### src/fpd_pkg.sv
// Package for the flight phase detector: item types, phase codes, register map.
// No dependencies.
package fpd_pkg;

    typedef enum logic [2:0] {
        PH_UNARMED = 3'd0,
        PH_ARMED   = 3'd1,
        PH_LAUNCH  = 3'd2,
        PH_APOGEE  = 3'd3,
        PH_DESCENT = 3'd4,
        PH_LANDED  = 3'd5,
        PH_ERROR   = 3'd6
    } t_phase;

    localparam logic [2:0] PH_CODE_UNUSED = 3'd7;

    localparam logic [1:0] KIND_SAMPLE = 2'd0;
    localparam logic [1:0] KIND_SET    = 2'd1;
    localparam logic [1:0] KIND_ERROR  = 2'd2;
    localparam logic [1:0] KIND_SPARE  = 2'd3;

    localparam logic [2:0] REG_LAUNCH_ACC  = 3'd0;
    localparam logic [2:0] REG_LAUNCH_HOLD = 3'd1;
    localparam logic [2:0] REG_APOGEE_VEL  = 3'd2;
    localparam logic [2:0] REG_APOGEE_HOLD = 3'd3;
    localparam logic [2:0] REG_LANDED_ALT  = 3'd4;
    localparam logic [2:0] REG_LANDED_ACC  = 3'd5;
    localparam logic [2:0] REG_LANDED_HOLD = 3'd6;

    localparam int DIV_BITS  = 42;
    localparam int PROD_BITS = DIV_BITS + 1;

    typedef struct packed {
        logic [1:0]         kind;
        logic [31:0]        time_ms;
        logic signed [31:0] altitude;
        logic signed [15:0] acceleration;
        logic signed [31:0] velocity;
        logic [2:0]         new_phase;
    } t_in_item;

    typedef struct packed {
        logic [2:0]         phase;
        logic               state_changed;
        logic signed [31:0] max_altitude;
        logic signed [31:0] velocity_used;
        logic [31:0]        launch_time;
        logic [31:0]        apogee_time;
        logic [31:0]        landed_time;
        logic               logging_on;
        logic               radio_on;
        logic               error_flag;
    } t_out_item;

    typedef enum logic [2:0] {
        ST_IDLE,
        ST_MUL,
        ST_DIV,
        ST_FSM,
        ST_OUT
    } t_state;

    typedef struct packed {
        logic                start;
        logic [DIV_BITS-1:0] dividend;
        logic [31:0]         divisor;
    } t_div_req;

    typedef struct packed {
        logic                done;
        logic [DIV_BITS-1:0] quotient;
    } t_div_rsp;

endpackage

### src/flight_phase_detector_top.sv
// Flight phase detector: takes timestamped sensor and command items and returns
// one result item each, with an APB register port. Depends on fpd_pkg, fpd_divider.
//
// The block takes one item at a time. Command items and samples with a given
// velocity pass through the multiply, phase and output states; a sample with zero
// velocity and nonzero elapsed time also derives velocity in the divide state through
// a bit-serial divider (42 quotient bits, one per cycle). A result waits in the
// output register until taken; meanwhile the next item is accepted and worked on,
// and it holds in its last stage until the output register is free.
module flight_phase_detector_top (
    input  logic                  i_clk,
    input  logic                  i_rst_n,
    input  logic                  i_valid,
    output logic                  o_ready,
    input  fpd_pkg::t_in_item     i_item,
    output logic                  o_valid,
    input  logic                  i_ready,
    output fpd_pkg::t_out_item    o_item,
    input  logic                  psel,
    input  logic                  penable,
    input  logic                  pwrite,
    input  logic [4:0]            paddr,
    input  logic [31:0]           pwdata,
    output logic [31:0]           prdata,
    output logic                  pready
);
    import fpd_pkg::*;

    logic signed [15:0] r_launch_acc;
    logic [15:0]        r_launch_hold;
    logic signed [31:0] r_apogee_vel;
    logic [15:0]        r_apogee_hold;
    logic signed [31:0] r_landed_alt;
    logic [14:0]        r_landed_acc;
    logic [15:0]        r_landed_hold;

    t_state             r_state, n_state;
    t_in_item           r_in;
    t_phase             r_phase, n_phase;
    logic signed [31:0] r_max_alt, n_max_alt;
    logic signed [31:0] r_prev_alt, n_prev_alt;
    logic [31:0]        r_last_time, n_last_time;
    logic [31:0]        r_hold_start [3];
    logic [31:0]        n_hold_start [3];
    logic [2:0]         r_hold_act, n_hold_act;
    logic [31:0]        r_evt [3];
    logic [31:0]        n_evt [3];
    logic               r_log, n_log, r_radio, n_radio, r_err, n_err;
    logic [31:0]        r_dt, n_dt;
    logic signed [PROD_BITS-1:0] r_prod, n_prod;
    logic signed [31:0] r_vel, n_vel;
    logic               r_neg, n_neg;
    logic               r_changed, n_changed;
    logic               r_ovalid, n_ovalid;
    t_out_item          r_out, n_out;
    t_div_req           div_req;
    t_div_rsp           div_rsp;
    logic               wr_en;
    logic signed [32:0] alt_diff;
    logic [DIV_BITS-1:0] abs_prod;
    logic signed [PROD_BITS-1:0] sq;
    logic signed [16:0] acc_dev;
    logic [16:0]        acc_abs;
    logic               cond, fire;
    logic [1:0]         hidx;
    logic [31:0]        hold_val;

    assign pready = 1'b1;
    assign wr_en  = psel && penable && pwrite;

    always_ff @(posedge i_clk) begin
        if (!i_rst_n) begin
            r_launch_acc  <= 16'sd512;
            r_launch_hold <= 16'd100;
            r_apogee_vel  <= '0;
            r_apogee_hold <= 16'd100;
            r_landed_alt  <= 32'sd7680;
            r_landed_acc  <= 15'd51;
            r_landed_hold <= 16'd2000;
        end else if (wr_en) begin
            case (paddr[4:2])
                REG_LAUNCH_ACC:  r_launch_acc  <= pwdata[15:0];
                REG_LAUNCH_HOLD: r_launch_hold <= pwdata[15:0];
                REG_APOGEE_VEL:  r_apogee_vel  <= pwdata;
                REG_APOGEE_HOLD: r_apogee_hold <= pwdata[15:0];
                REG_LANDED_ALT:  r_landed_alt  <= pwdata;
                REG_LANDED_ACC:  r_landed_acc  <= pwdata[14:0];
                REG_LANDED_HOLD: r_landed_hold <= pwdata[15:0];
                default: ;
            endcase
        end
    end

    always_comb begin
        case (paddr[4:2])
            REG_LAUNCH_ACC:  prdata = {16'd0, r_launch_acc};
            REG_LAUNCH_HOLD: prdata = {16'd0, r_launch_hold};
            REG_APOGEE_VEL:  prdata = r_apogee_vel;
            REG_APOGEE_HOLD: prdata = {16'd0, r_apogee_hold};
            REG_LANDED_ALT:  prdata = r_landed_alt;
            REG_LANDED_ACC:  prdata = {17'd0, r_landed_acc};
            REG_LANDED_HOLD: prdata = {16'd0, r_landed_hold};
            default:         prdata = '0;
        endcase
    end

    fpd_divider u_div (
        .i_clk   (i_clk),
        .i_rst_n (i_rst_n),
        .i_req   (div_req),
        .o_rsp   (div_rsp)
    );

    always_ff @(posedge i_clk) begin
        if (!i_rst_n) begin
            r_state     <= ST_IDLE;
            r_phase     <= PH_UNARMED;
            r_max_alt   <= '0;
            r_prev_alt  <= '0;
            r_last_time <= '0;
            r_hold_act  <= '0;
            r_log       <= 1'b0;
            r_radio     <= 1'b0;
            r_err       <= 1'b0;
            r_ovalid    <= 1'b0;
            for (int i = 0; i < 3; i++) begin
                r_hold_start[i] <= '0;
                r_evt[i]        <= '0;
            end
        end else begin
            r_state     <= n_state;
            r_phase     <= n_phase;
            r_max_alt   <= n_max_alt;
            r_prev_alt  <= n_prev_alt;
            r_last_time <= n_last_time;
            r_hold_act  <= n_hold_act;
            r_log       <= n_log;
            r_radio     <= n_radio;
            r_err       <= n_err;
            r_ovalid    <= n_ovalid;
            for (int i = 0; i < 3; i++) begin
                r_hold_start[i] <= n_hold_start[i];
                r_evt[i]        <= n_evt[i];
            end
        end
        if (o_ready && i_valid)
            r_in <= i_item;
        r_dt      <= n_dt;
        r_prod    <= n_prod;
        r_vel     <= n_vel;
        r_neg     <= n_neg;
        r_changed <= n_changed;
        r_out     <= n_out;
    end

    assign o_ready = (r_state == ST_IDLE);
    assign o_valid = r_ovalid;
    assign o_item  = r_out;

    always_comb begin
        n_state     = r_state;
        n_phase     = r_phase;
        n_max_alt   = r_max_alt;
        n_prev_alt  = r_prev_alt;
        n_last_time = r_last_time;
        n_hold_act  = r_hold_act;
        n_log       = r_log;
        n_radio     = r_radio;
        n_err       = r_err;
        n_ovalid    = r_ovalid && !i_ready;
        n_hold_start = r_hold_start;
        n_evt       = r_evt;
        n_dt        = r_dt;
        n_prod      = r_prod;
        n_vel       = r_vel;
        n_neg       = r_neg;
        n_changed   = r_changed;
        n_out       = r_out;
        div_req     = '0;
        alt_diff    = 33'(r_in.altitude) - 33'(r_prev_alt);
        abs_prod    = r_prod[PROD_BITS-1] ? DIV_BITS'(-r_prod) : DIV_BITS'(r_prod);
        sq          = r_neg ? -PROD_BITS'(div_rsp.quotient) : PROD_BITS'(div_rsp.quotient);
        acc_dev     = 17'(r_in.acceleration) - 17'sd256;
        acc_abs     = acc_dev[16] ? 17'(-acc_dev) : 17'(acc_dev);
        cond        = 1'b0;
        hidx        = 2'd0;
        hold_val    = '0;
        fire        = 1'b0;

        case (r_state)
            ST_IDLE: begin
                if (i_valid && o_ready)
                    n_state = ST_MUL;
            end
            ST_MUL: begin
                n_changed = 1'b0;
                n_vel     = '0;
                if (r_in.kind == KIND_SAMPLE) begin
                    n_dt        = r_in.time_ms - r_last_time;
                    n_last_time = r_in.time_ms;
                    if (r_in.altitude > r_max_alt)
                        n_max_alt = r_in.altitude;
                    n_prod = PROD_BITS'(alt_diff) * PROD_BITS'(12'sd1000);
                    n_vel  = r_in.velocity;
                    if (r_in.velocity == 0 && n_dt != 0)
                        n_state = ST_DIV;
                    else
                        n_state = ST_FSM;
                end else begin
                    n_state = ST_FSM;
                end
            end
            ST_DIV: begin
                if (r_vel == 0) begin
                    n_neg            = r_prod[PROD_BITS-1];
                    div_req.start    = 1'b1;
                    div_req.dividend = abs_prod;
                    div_req.divisor  = r_dt;
                    n_vel            = 32'sd1;
                end else if (div_rsp.done) begin
                    if (sq > PROD_BITS'(32'sh7FFFFFFF))
                        n_vel = 32'sh7FFFFFFF;
                    else if (sq < PROD_BITS'(32'sh80000000))
                        n_vel = 32'sh80000000;
                    else
                        n_vel = 32'(sq);
                    n_state = ST_FSM;
                end
            end
            ST_FSM: begin
                if (r_in.kind == KIND_SAMPLE) begin
                    n_prev_alt = r_in.altitude;
                    case (r_phase)
                        PH_ARMED: begin
                            hidx = 2'd0;
                            cond = r_in.acceleration > r_launch_acc;
                            hold_val = {16'd0, r_launch_hold};
                        end
                        PH_LAUNCH: begin
                            hidx = 2'd1;
                            cond = r_vel < r_apogee_vel;
                            hold_val = {16'd0, r_apogee_hold};
                        end
                        PH_DESCENT: begin
                            hidx = 2'd2;
                            cond = (r_in.altitude < r_landed_alt) &&
                                   (acc_abs < {2'd0, r_landed_acc});
                            hold_val = {16'd0, r_landed_hold};
                        end
                        default: ;
                    endcase
                    if (r_phase == PH_ARMED || r_phase == PH_LAUNCH ||
                            r_phase == PH_DESCENT) begin
                        if (!cond) begin
                            n_hold_act[hidx] = 1'b0;
                        end else if (!r_hold_act[hidx]) begin
                            n_hold_act[hidx]   = 1'b1;
                            n_hold_start[hidx] = r_in.time_ms;
                        end else if (r_in.time_ms - r_hold_start[hidx] >= hold_val) begin
                            n_hold_act[hidx] = 1'b0;
                            fire = 1'b1;
                        end
                        if (fire) begin
                            n_evt[hidx] = r_in.time_ms;
                            n_changed   = 1'b1;
                            case (r_phase)
                                PH_ARMED:  n_phase = PH_LAUNCH;
                                PH_LAUNCH: n_phase = PH_APOGEE;
                                default:   n_phase = PH_LANDED;
                            endcase
                        end
                    end else if (r_phase == PH_APOGEE && r_vel < -32'sd256) begin
                        n_phase   = PH_DESCENT;
                        n_changed = 1'b1;
                    end
                end else if (r_in.kind == KIND_SET) begin
                    if (r_in.new_phase <= 3'(PH_ERROR)) begin
                        n_phase = t_phase'(r_in.new_phase);
                        if (r_in.new_phase == 3'(PH_ARMED)) begin
                            n_log = 1'b1;
                            n_radio = 1'b1;
                        end else if (r_in.new_phase == 3'(PH_UNARMED)) begin
                            n_log = 1'b0;
                            n_radio = 1'b0;
                        end
                    end
                end else if (r_in.kind == KIND_ERROR) begin
                    n_phase = PH_ERROR;
                    n_err   = 1'b1;
                end
                n_state = ST_OUT;
            end
            ST_OUT: begin
                if (!r_ovalid || i_ready) begin
                    n_out.phase         = r_phase;
                    n_out.state_changed = r_changed;
                    n_out.max_altitude  = r_max_alt;
                    n_out.velocity_used = (r_in.kind == KIND_SAMPLE) ? r_vel : 32'sd0;
                    n_out.launch_time   = r_evt[0];
                    n_out.apogee_time   = r_evt[1];
                    n_out.landed_time   = r_evt[2];
                    n_out.logging_on    = r_log;
                    n_out.radio_on      = r_radio;
                    n_out.error_flag    = r_err;
                    n_ovalid            = 1'b1;
                    n_state             = ST_IDLE;
                end
            end
            default: n_state = ST_IDLE;
        endcase
    end

    a_busy_not_ready: assert property (@(posedge i_clk) disable iff (!i_rst_n)
        r_state != ST_IDLE |-> !o_ready)
        else $error("ready while item in flight");
    a_out_hold: assert property (@(posedge i_clk) disable iff (!i_rst_n)
        o_valid && !i_ready |=> o_valid && $stable(o_item))
        else $error("result changed while waiting");
    a_div_state: assert property (@(posedge i_clk) disable iff (!i_rst_n)
        div_rsp.done |-> r_state == ST_DIV)
        else $error("divide result outside divide state");

endmodule

### src/fpd_divider.sv
// Restoring unsigned divider, one quotient bit per cycle.
// Depends on fpd_pkg.
module fpd_divider (
    input  logic             i_clk,
    input  logic             i_rst_n,
    input  fpd_pkg::t_div_req i_req,
    output fpd_pkg::t_div_rsp o_rsp
);
    import fpd_pkg::*;

    logic [DIV_BITS-1:0] r_quo, n_quo;
    logic [31:0] r_rem, n_rem;
    logic [31:0] r_den, n_den;
    logic [5:0]  r_cnt, n_cnt;
    logic        r_busy, n_busy;
    logic        r_done, n_done;
    logic [32:0] trial;

    always_ff @(posedge i_clk) begin
        if (!i_rst_n) begin
            r_busy <= 1'b0;
            r_done <= 1'b0;
            r_cnt  <= '0;
        end else begin
            r_busy <= n_busy;
            r_done <= n_done;
            r_cnt  <= n_cnt;
        end
        r_quo <= n_quo;
        r_rem <= n_rem;
        r_den <= n_den;
    end

    always_comb begin
        n_quo  = r_quo;
        n_rem  = r_rem;
        n_den  = r_den;
        n_cnt  = r_cnt;
        n_busy = r_busy;
        n_done = 1'b0;
        trial  = {r_rem, r_quo[DIV_BITS-1]} - {1'b0, r_den};
        if (i_req.start) begin
            n_quo  = i_req.dividend;
            n_rem  = '0;
            n_den  = i_req.divisor;
            n_cnt  = 6'(DIV_BITS);
            n_busy = 1'b1;
        end else if (r_busy) begin
            if (!trial[32]) begin
                n_rem = trial[31:0];
                n_quo = {r_quo[DIV_BITS-2:0], 1'b1};
            end else begin
                n_rem = {r_rem[30:0], r_quo[DIV_BITS-1]};
                n_quo = {r_quo[DIV_BITS-2:0], 1'b0};
            end
            n_cnt = r_cnt - 6'd1;
            if (r_cnt == 6'd1) begin
                n_busy = 1'b0;
                n_done = 1'b1;
            end
        end
    end

    assign o_rsp.done     = r_done;
    assign o_rsp.quotient = r_quo;

    a_busy_cnt: assert property (@(posedge i_clk) disable iff (!i_rst_n)
        r_busy |-> r_cnt != 6'd0)
        else $error("divider busy with zero count");
    a_done_idle: assert property (@(posedge i_clk) disable iff (!i_rst_n)
        r_done |-> !r_busy)
        else $error("divider done while busy");
    a_no_restart: assert property (@(posedge i_clk) disable iff (!i_rst_n)
        i_req.start |-> !r_busy)
        else $error("divider restarted while busy");

endmodule

### config.mk
export PLATFORM = sky130hd
export DESIGN_NAME = flight_phase_detector_top
export DESIGN_NICKNAME = d
export VERILOG_FILES = /design/src/fpd_pkg.sv /design/src/flight_phase_detector_top.sv /design/src/fpd_divider.sv
export SDC_FILE = /design/constraint.sdc
export NUM_CORES = 2
export LEC_CHECK = 0
export BUFFER_PORTS_ARGS = -buffer_cell sky130_fd_sc_hd__buf_2
export CAP_MARGIN = 20
export CORE_ASPECT_RATIO = 1.4
export CORE_MARGIN = 1
export CORE_UTILIZATION = 30
export CTS_BUF_LIST = sky130_fd_sc_hd__clkbuf_4
export DETAILED_ROUTE_END_ITERATION = 16
export HOLD_SLACK_MARGIN = 0.03
export SLEW_MARGIN = 20
export SYNTH_ARGS = -nofsm -noshare
export SYNTH_HDL_FRONTEND = slang
export SYNTH_SLANG_ARGS = --single-unit
### constraint.sdc
create_clock -name i_clk -period 12.1 [get_ports i_clk]
set_input_delay 2.42 -clock i_clk [delete_from_list [all_inputs] [get_ports i_clk]]
set_output_delay 2.42 -clock i_clk [all_outputs]
set_load 0.05 [all_outputs]
======== Word level (Yosys, flattened, before mapping) ========
Index checks and enable logic that the tools add are counted.
cells by class
  equal/unequal tests ..................... 30
  $mul .................................... 1
  reduce and logical (&&, ||, !) cells .... 49
  add/sub/neg operators ................... 9
  bitwise gates (word level) .............. 9
  muxes and demuxes ....................... 75
  order comparisons ....................... 14
operator list
  kind                                                             count
  two-way mux 32 bit                                               11
  one-hot mux 32 bit (7 select lines)                              1
  bitwise mux 96 bit                                               2
  two-way mux 75 bit                                               2
  two-way mux 42 bit                                               3
  binary-select mux 32 bit (select 2 bit)                          1
  demux 32 bit (select 2 bit)                                      1
  zero test 32 bit                                                 2
  less-than comparator 32 bit                                      2
  one-hot mux 32 bit (2 select lines)                              1
  subtractor 32 bit                                                2
  one-hot mux 16 bit (3 select lines)                              1
  two-way mux 3 bit                                                15
  greater-than comparator 43 x 32 -> 1 bit, second input constant  1
  less-than comparator 43 x 32 -> 1 bit, second input constant     1
  two-way mux 43 bit                                               1
  negation 42 -> 43 bit                                            1
  negation 42 bit                                                  1
  multiplier 33 x 8 -> 40 bit, second input constant               1
  subtractor 32 x 32 -> 33 bit                                     1
  subtractor 33 x 32 -> 33 bit                                     1
  >= comparator 32 bit                                             1
  greater-than comparator 32 bit                                   1
  less-than comparator 32 x 9 -> 1 bit, second input constant      1
  51 further kinds                                                 132
word-level totals
  register bits after elaboration ......... 946
  input port bits ......................... 161
  logic and storage cells ................. 236
  output and inout port bits .............. 202

======== Depth between registers and ports, before layout ========
  depth after elaboration ................. 20
  depth in mapped cells ................... 33

======== By module ========
From an unflattened synthesis, not the netlist that was laid out.
unflattened totals
  cell total of the unflattened synthesis .. 5728
  area total of the unflattened synthesis .. 54738.7 um2
by module, submodules not included
  module                     cells each  area each (um2)  times used
  flight_phase_detector_top  5079        48166.2          1
  fpd_divider                649         6572.6           1

======== Worst setup path before layout ========
No wires, ideal clock.
  path type ............................... in2reg
  start point ............................. input i_ready
  end point ............................... register r_out, in the netlist o_item[0] (enable)
  data required time ...................... 11.406 ns
  arrival ................................. 9.377 ns
  path buffers ............................ 0
  cell stages on the path ................. 2
  setup slack ............................. 2.029 ns
  cells stage by stage .................... nor2b_1 > nor2_1
between the ends
  longest elaborated chain between the ends .. 2
RTL lines
  item                           line                              source
  from (decl)                    flight_phase_detector_top.sv:17   input logic i_ready,
  logical OR 1 bit               flight_phase_detector_top.sv:294  if (!r_ovalid || i_ready) begin
  AND reduction 2 bit (no line)  -
  to (signal assigned)           flight_phase_detector_top.sv:153  r_out <= n_out;
  to (decl)                      flight_phase_detector_top.sv:55   t_out_item r_out, n_out;
No other way between the ends.
A chain may end at the register's enable or synchronous reset.

======== Worst setup path in the final report ========
  start point ............................. register r_in[51] (netlist bit)
  end point ............................... register r_prod[41] (data pin)
between the ends
  longest elaborated chain between the ends .. 2
RTL lines
  item                          line                              source
  from (decl)                   flight_phase_detector_top.sv:38   t_in_item r_in;
  from (signal assigned)        flight_phase_detector_top.sv:147  r_in <= i_item;
  subtractor 32 x 32 -> 33 bit  flight_phase_detector_top.sv:180  alt_diff = 33'(r_in.altitude) - 33'(r_prev_alt);
  multiplier 33 x 8 -> 40 bit   flight_phase_detector_top.sv:203  n_prod = PROD_BITS'(alt_diff) * PROD_BITS'(12'sd1000);
  to (signal assigned)          flight_phase_detector_top.sv:149  r_prod <= n_prod;
  to (decl)                     flight_phase_detector_top.sv:50   logic signed [PROD_BITS-1:0] r_prod, n_prod;
No other way between the ends.

==> results.json <==
{
  "fin_crit_sh_pct": 71.16,
  "pwr_density_cell_nw_per_um2": 217.9,
  "fin_area_um2": 61520,
  "slew_violations": 0,
  "hold_viol": 0,
  "io_buffers": 359,
  "clkLatencyLatePin_ns": 1.32,
  "reg2reg_depth": 30,
  "p_leak_uw": 0.02502,
  "final_cells": 8622,
  "num_rows": 183,
  "avgSynthCellArea_um2": 9.535,
  "synth-main-ff-cell": "dfxtp_1",
  "ys_seq_area_share_pct": 43.92,
  "drt_iter0_markers": 3187,
  "die_area_um2": 180600,
  "core_area_um2": 177700,
  "grt_antenna_before_repair": 19,
  "yosysWarnings": 0,
  "postCtsHoldBufs": 0,
  "postRouteAntennaNets": 0,
  "tritoncts": "done",
  "clock_path_buffers": 4,
  "track_usage_pct": 17.68,
  "async_flop_share_pct": 0,
  "endpoint": "r_prod[41]$_DFFE_PP_",
  "via_per_inst": 5.026,
  "layout.nets": 6761,
  "dr_total_vias": 43338,
  "ctsResizeCount": 0,
  "cts.sink_count": 946,
  "cp-start-kind": "register",
  "area_delta_synth_final_pct": 14.63,
  "die_w_um": 359.5,
  "critPathArrivalTime_ns": 9.60,
  "synth_cells": 5629,
  "worstHoldPathType": "register to register",
  "ys_ff_latch": 946,
  "slew_headroom_pct": 25.43,
  "place_inst": 8145,
  "rsz0062_at_grt": "no",
  "grt-ovfl-total": 0,
  "timing.reg2reg.setup_slack_ns": 3.49,
  "cp_max_fo": 9,
  "syn_area_um2": 53670,
  "max_clock_freq_mhz": 116.1,
  "gp_congestion": 0.9088,
  "cts_made_buffers": 276,
  "finClkSkew_ns": 0.1096,
  "critPathRequiredTime_ns": 13.08,
  "cp-end-kind": "register",
  "firstDrtPassIters": 6,
  "maxCapViolCount": 0,
  "holdWs_ns": 0.3951,
  "finalSetupViolations": 0,
  "syn_nets": 6277,
  "rr_startpoint": "r_in[51]$_DFFE_PP_",
  "ir_drop_mv": 0.2566,
  "cts_root_buf": "clkbuf_4",
  "hpwlAfterDp_um": 119500,
  "post_cts_buffers": 0,
  "status": "completed",
  "grt_pass1_vias": 42558,
  "ys_types": 93,
  "setup-tns-final_ns": 0,
  "grt_pass1_wl_um": 246500,
  "postPlaceCellArea_um2": 58170,
  "startpoint": "r_in[51]$_DFFE_PP_",
  "start_util_pct": 30.21,
  "finish.utilization_pct": 34.62,
  "critPathMaxStageDelay_ns": 0.81,
  "cp_slowest_cell": "xnor2_1",
  "wirelength_um": 163000,
  "synth_edf_count": 463,
  "grt_max_degree": 98,
  "fin_crit_ns": 8.610,
  "r2r-end": "r_prod[41]$_DFFE_PP_",
  "wl_per_cell_um": 18.91,
  "clk_transition_reported_paths_ns": 0.07,
  "worstSetupPathType": "register to register",
  "worstMarginPinSlew_ns": 1.116,
  "drc": 0,
  "pin_count": 363,
  "cts_max_level": 5,
  "die_h_um": 502.5,
  "drive_gt1_share_pct": 14.91
}
[placed cells by master (no fill, tap or decap), drive strengths merged, types with 32 or more instances in the layout]
cell type and instances:
a21oi 473, buf 450, a211oi 32, clkinv 60
xor2 115, clkbuf 396, xnor2 140, and3 58
mux2i 269, o21ai 207, nand3 84, nor2 431
nand2b 41, and2 52, nand4 47, inv 533
nor3 50, a22oi 37, nor4 48, edfxtp 463
dfxtp 483, nor2b 41, o211ai 68, o21a 41
nand2 750, ha 370, fa 117, a21o 85
o31ai 42
[routing by layer]
layer	track usage (%)	vias up	wire, um
met3	4.478	374	11830
met4	7.638	20	6510
met1	21.62	20732	69120
met2	29.38	1476	75450
met5	0	-	116
li1	-	20736	-
[synthesized netlist by cell type, types with 85 or more instances]
library cell    n  area (um2)
ha_1          370        4629
fa_1          117        2342
a21o_1         85       638.1
inv_1         526        1974
xnor2_1       140        1226
o21ai_0       202        1011
mux2i_1       269        2693
nor2_1        430        1614
nand2_1       750        2815
dfxtp_1       483        9669
xor2_1        115        1007
edfxtp_1      463       13900
a21oi_1       473        2367
clkbuf_1      199       747.0
[cells by family after synthesis]
logic type / after synthesis / share of synthesized area (%)
buf+inv: 772 / 5.525
other cells: 1 / 0.006987
simple gates: 1703 / 14.28
mux: 282 / 5.353
flops: 946 / 43.92
fa+ha+maj: 491 / 13.06
xor+xnor: 255 / 4.161
compound gates: 1179 / 13.69
[state kept, by name, summed over array words and instances (netlist names), 40 cells and up, named ones only]
register	cells
o_item	166
r_evt	96
r_hold_start	96
r_in	117
r_prod	40
u_div.r_quo	42
[cell type report]
type | count | area [um2]
repair buffers | 450 | 2509
clock buffers | 396 | 2973
diodes | 13 | 32.53
flip-flops and latches | 946 | 23570
multi-input cells | 3911 | 27250
well taps | 2312 | 2893
clock inverters | 66 | 296.5
inverters | 528 | 1992
fillers | 18174 | 116200
[worst min path at each step]
stage                                start               endpoint  slack [ns]  cells past startpoint
floorplan              r_changed$_DFFE_PP_  o_item[163]$_DFFE_PP_        0.40                      0
global placement    r_evt[58]$_SDFFE_PN0P_   o_item[61]$_DFFE_PP_        0.41                      0
detailed placement     r_changed$_DFFE_PP_  o_item[163]$_DFFE_PP_        0.41                      0
CTS                 r_evt[38]$_SDFFE_PN0P_   o_item[41]$_DFFE_PP_        0.40                      0
global route        r_evt[38]$_SDFFE_PN0P_   o_item[41]$_DFFE_PP_        0.40                      0
finish              r_evt[38]$_SDFFE_PN0P_   o_item[41]$_DFFE_PP_        0.40                      0
[per-stage QoR]
step	total power, uW	worst slack [ns]
after floorplan	9194	2.029
after global placement	10440	3.674
after detailed placement	10530	3.623
after CTS	13520	3.591
after global routing	14600	2.938
final	13410	3.490
[report_power, final]
part	switching, uW	leakage (uW)	internal (uW)	total [uW]
Combinational	3680	0.0149	2780	6460
Clock	1410	0.00199	1520	2930
Sequential	155	0.00814	3860	4020
[worst max-delay path, delay by kind of cell (launching register included)]
family	cells	cell delay, ns
buf+inv	5	0.44
xor+xnor	4	1.48
fa+ha+maj	6	2.59
simple gates	3	0.52
compound gates	12	2.79
flops	1	0.42
No activity file was read; power rests on OpenSTA's default activity.
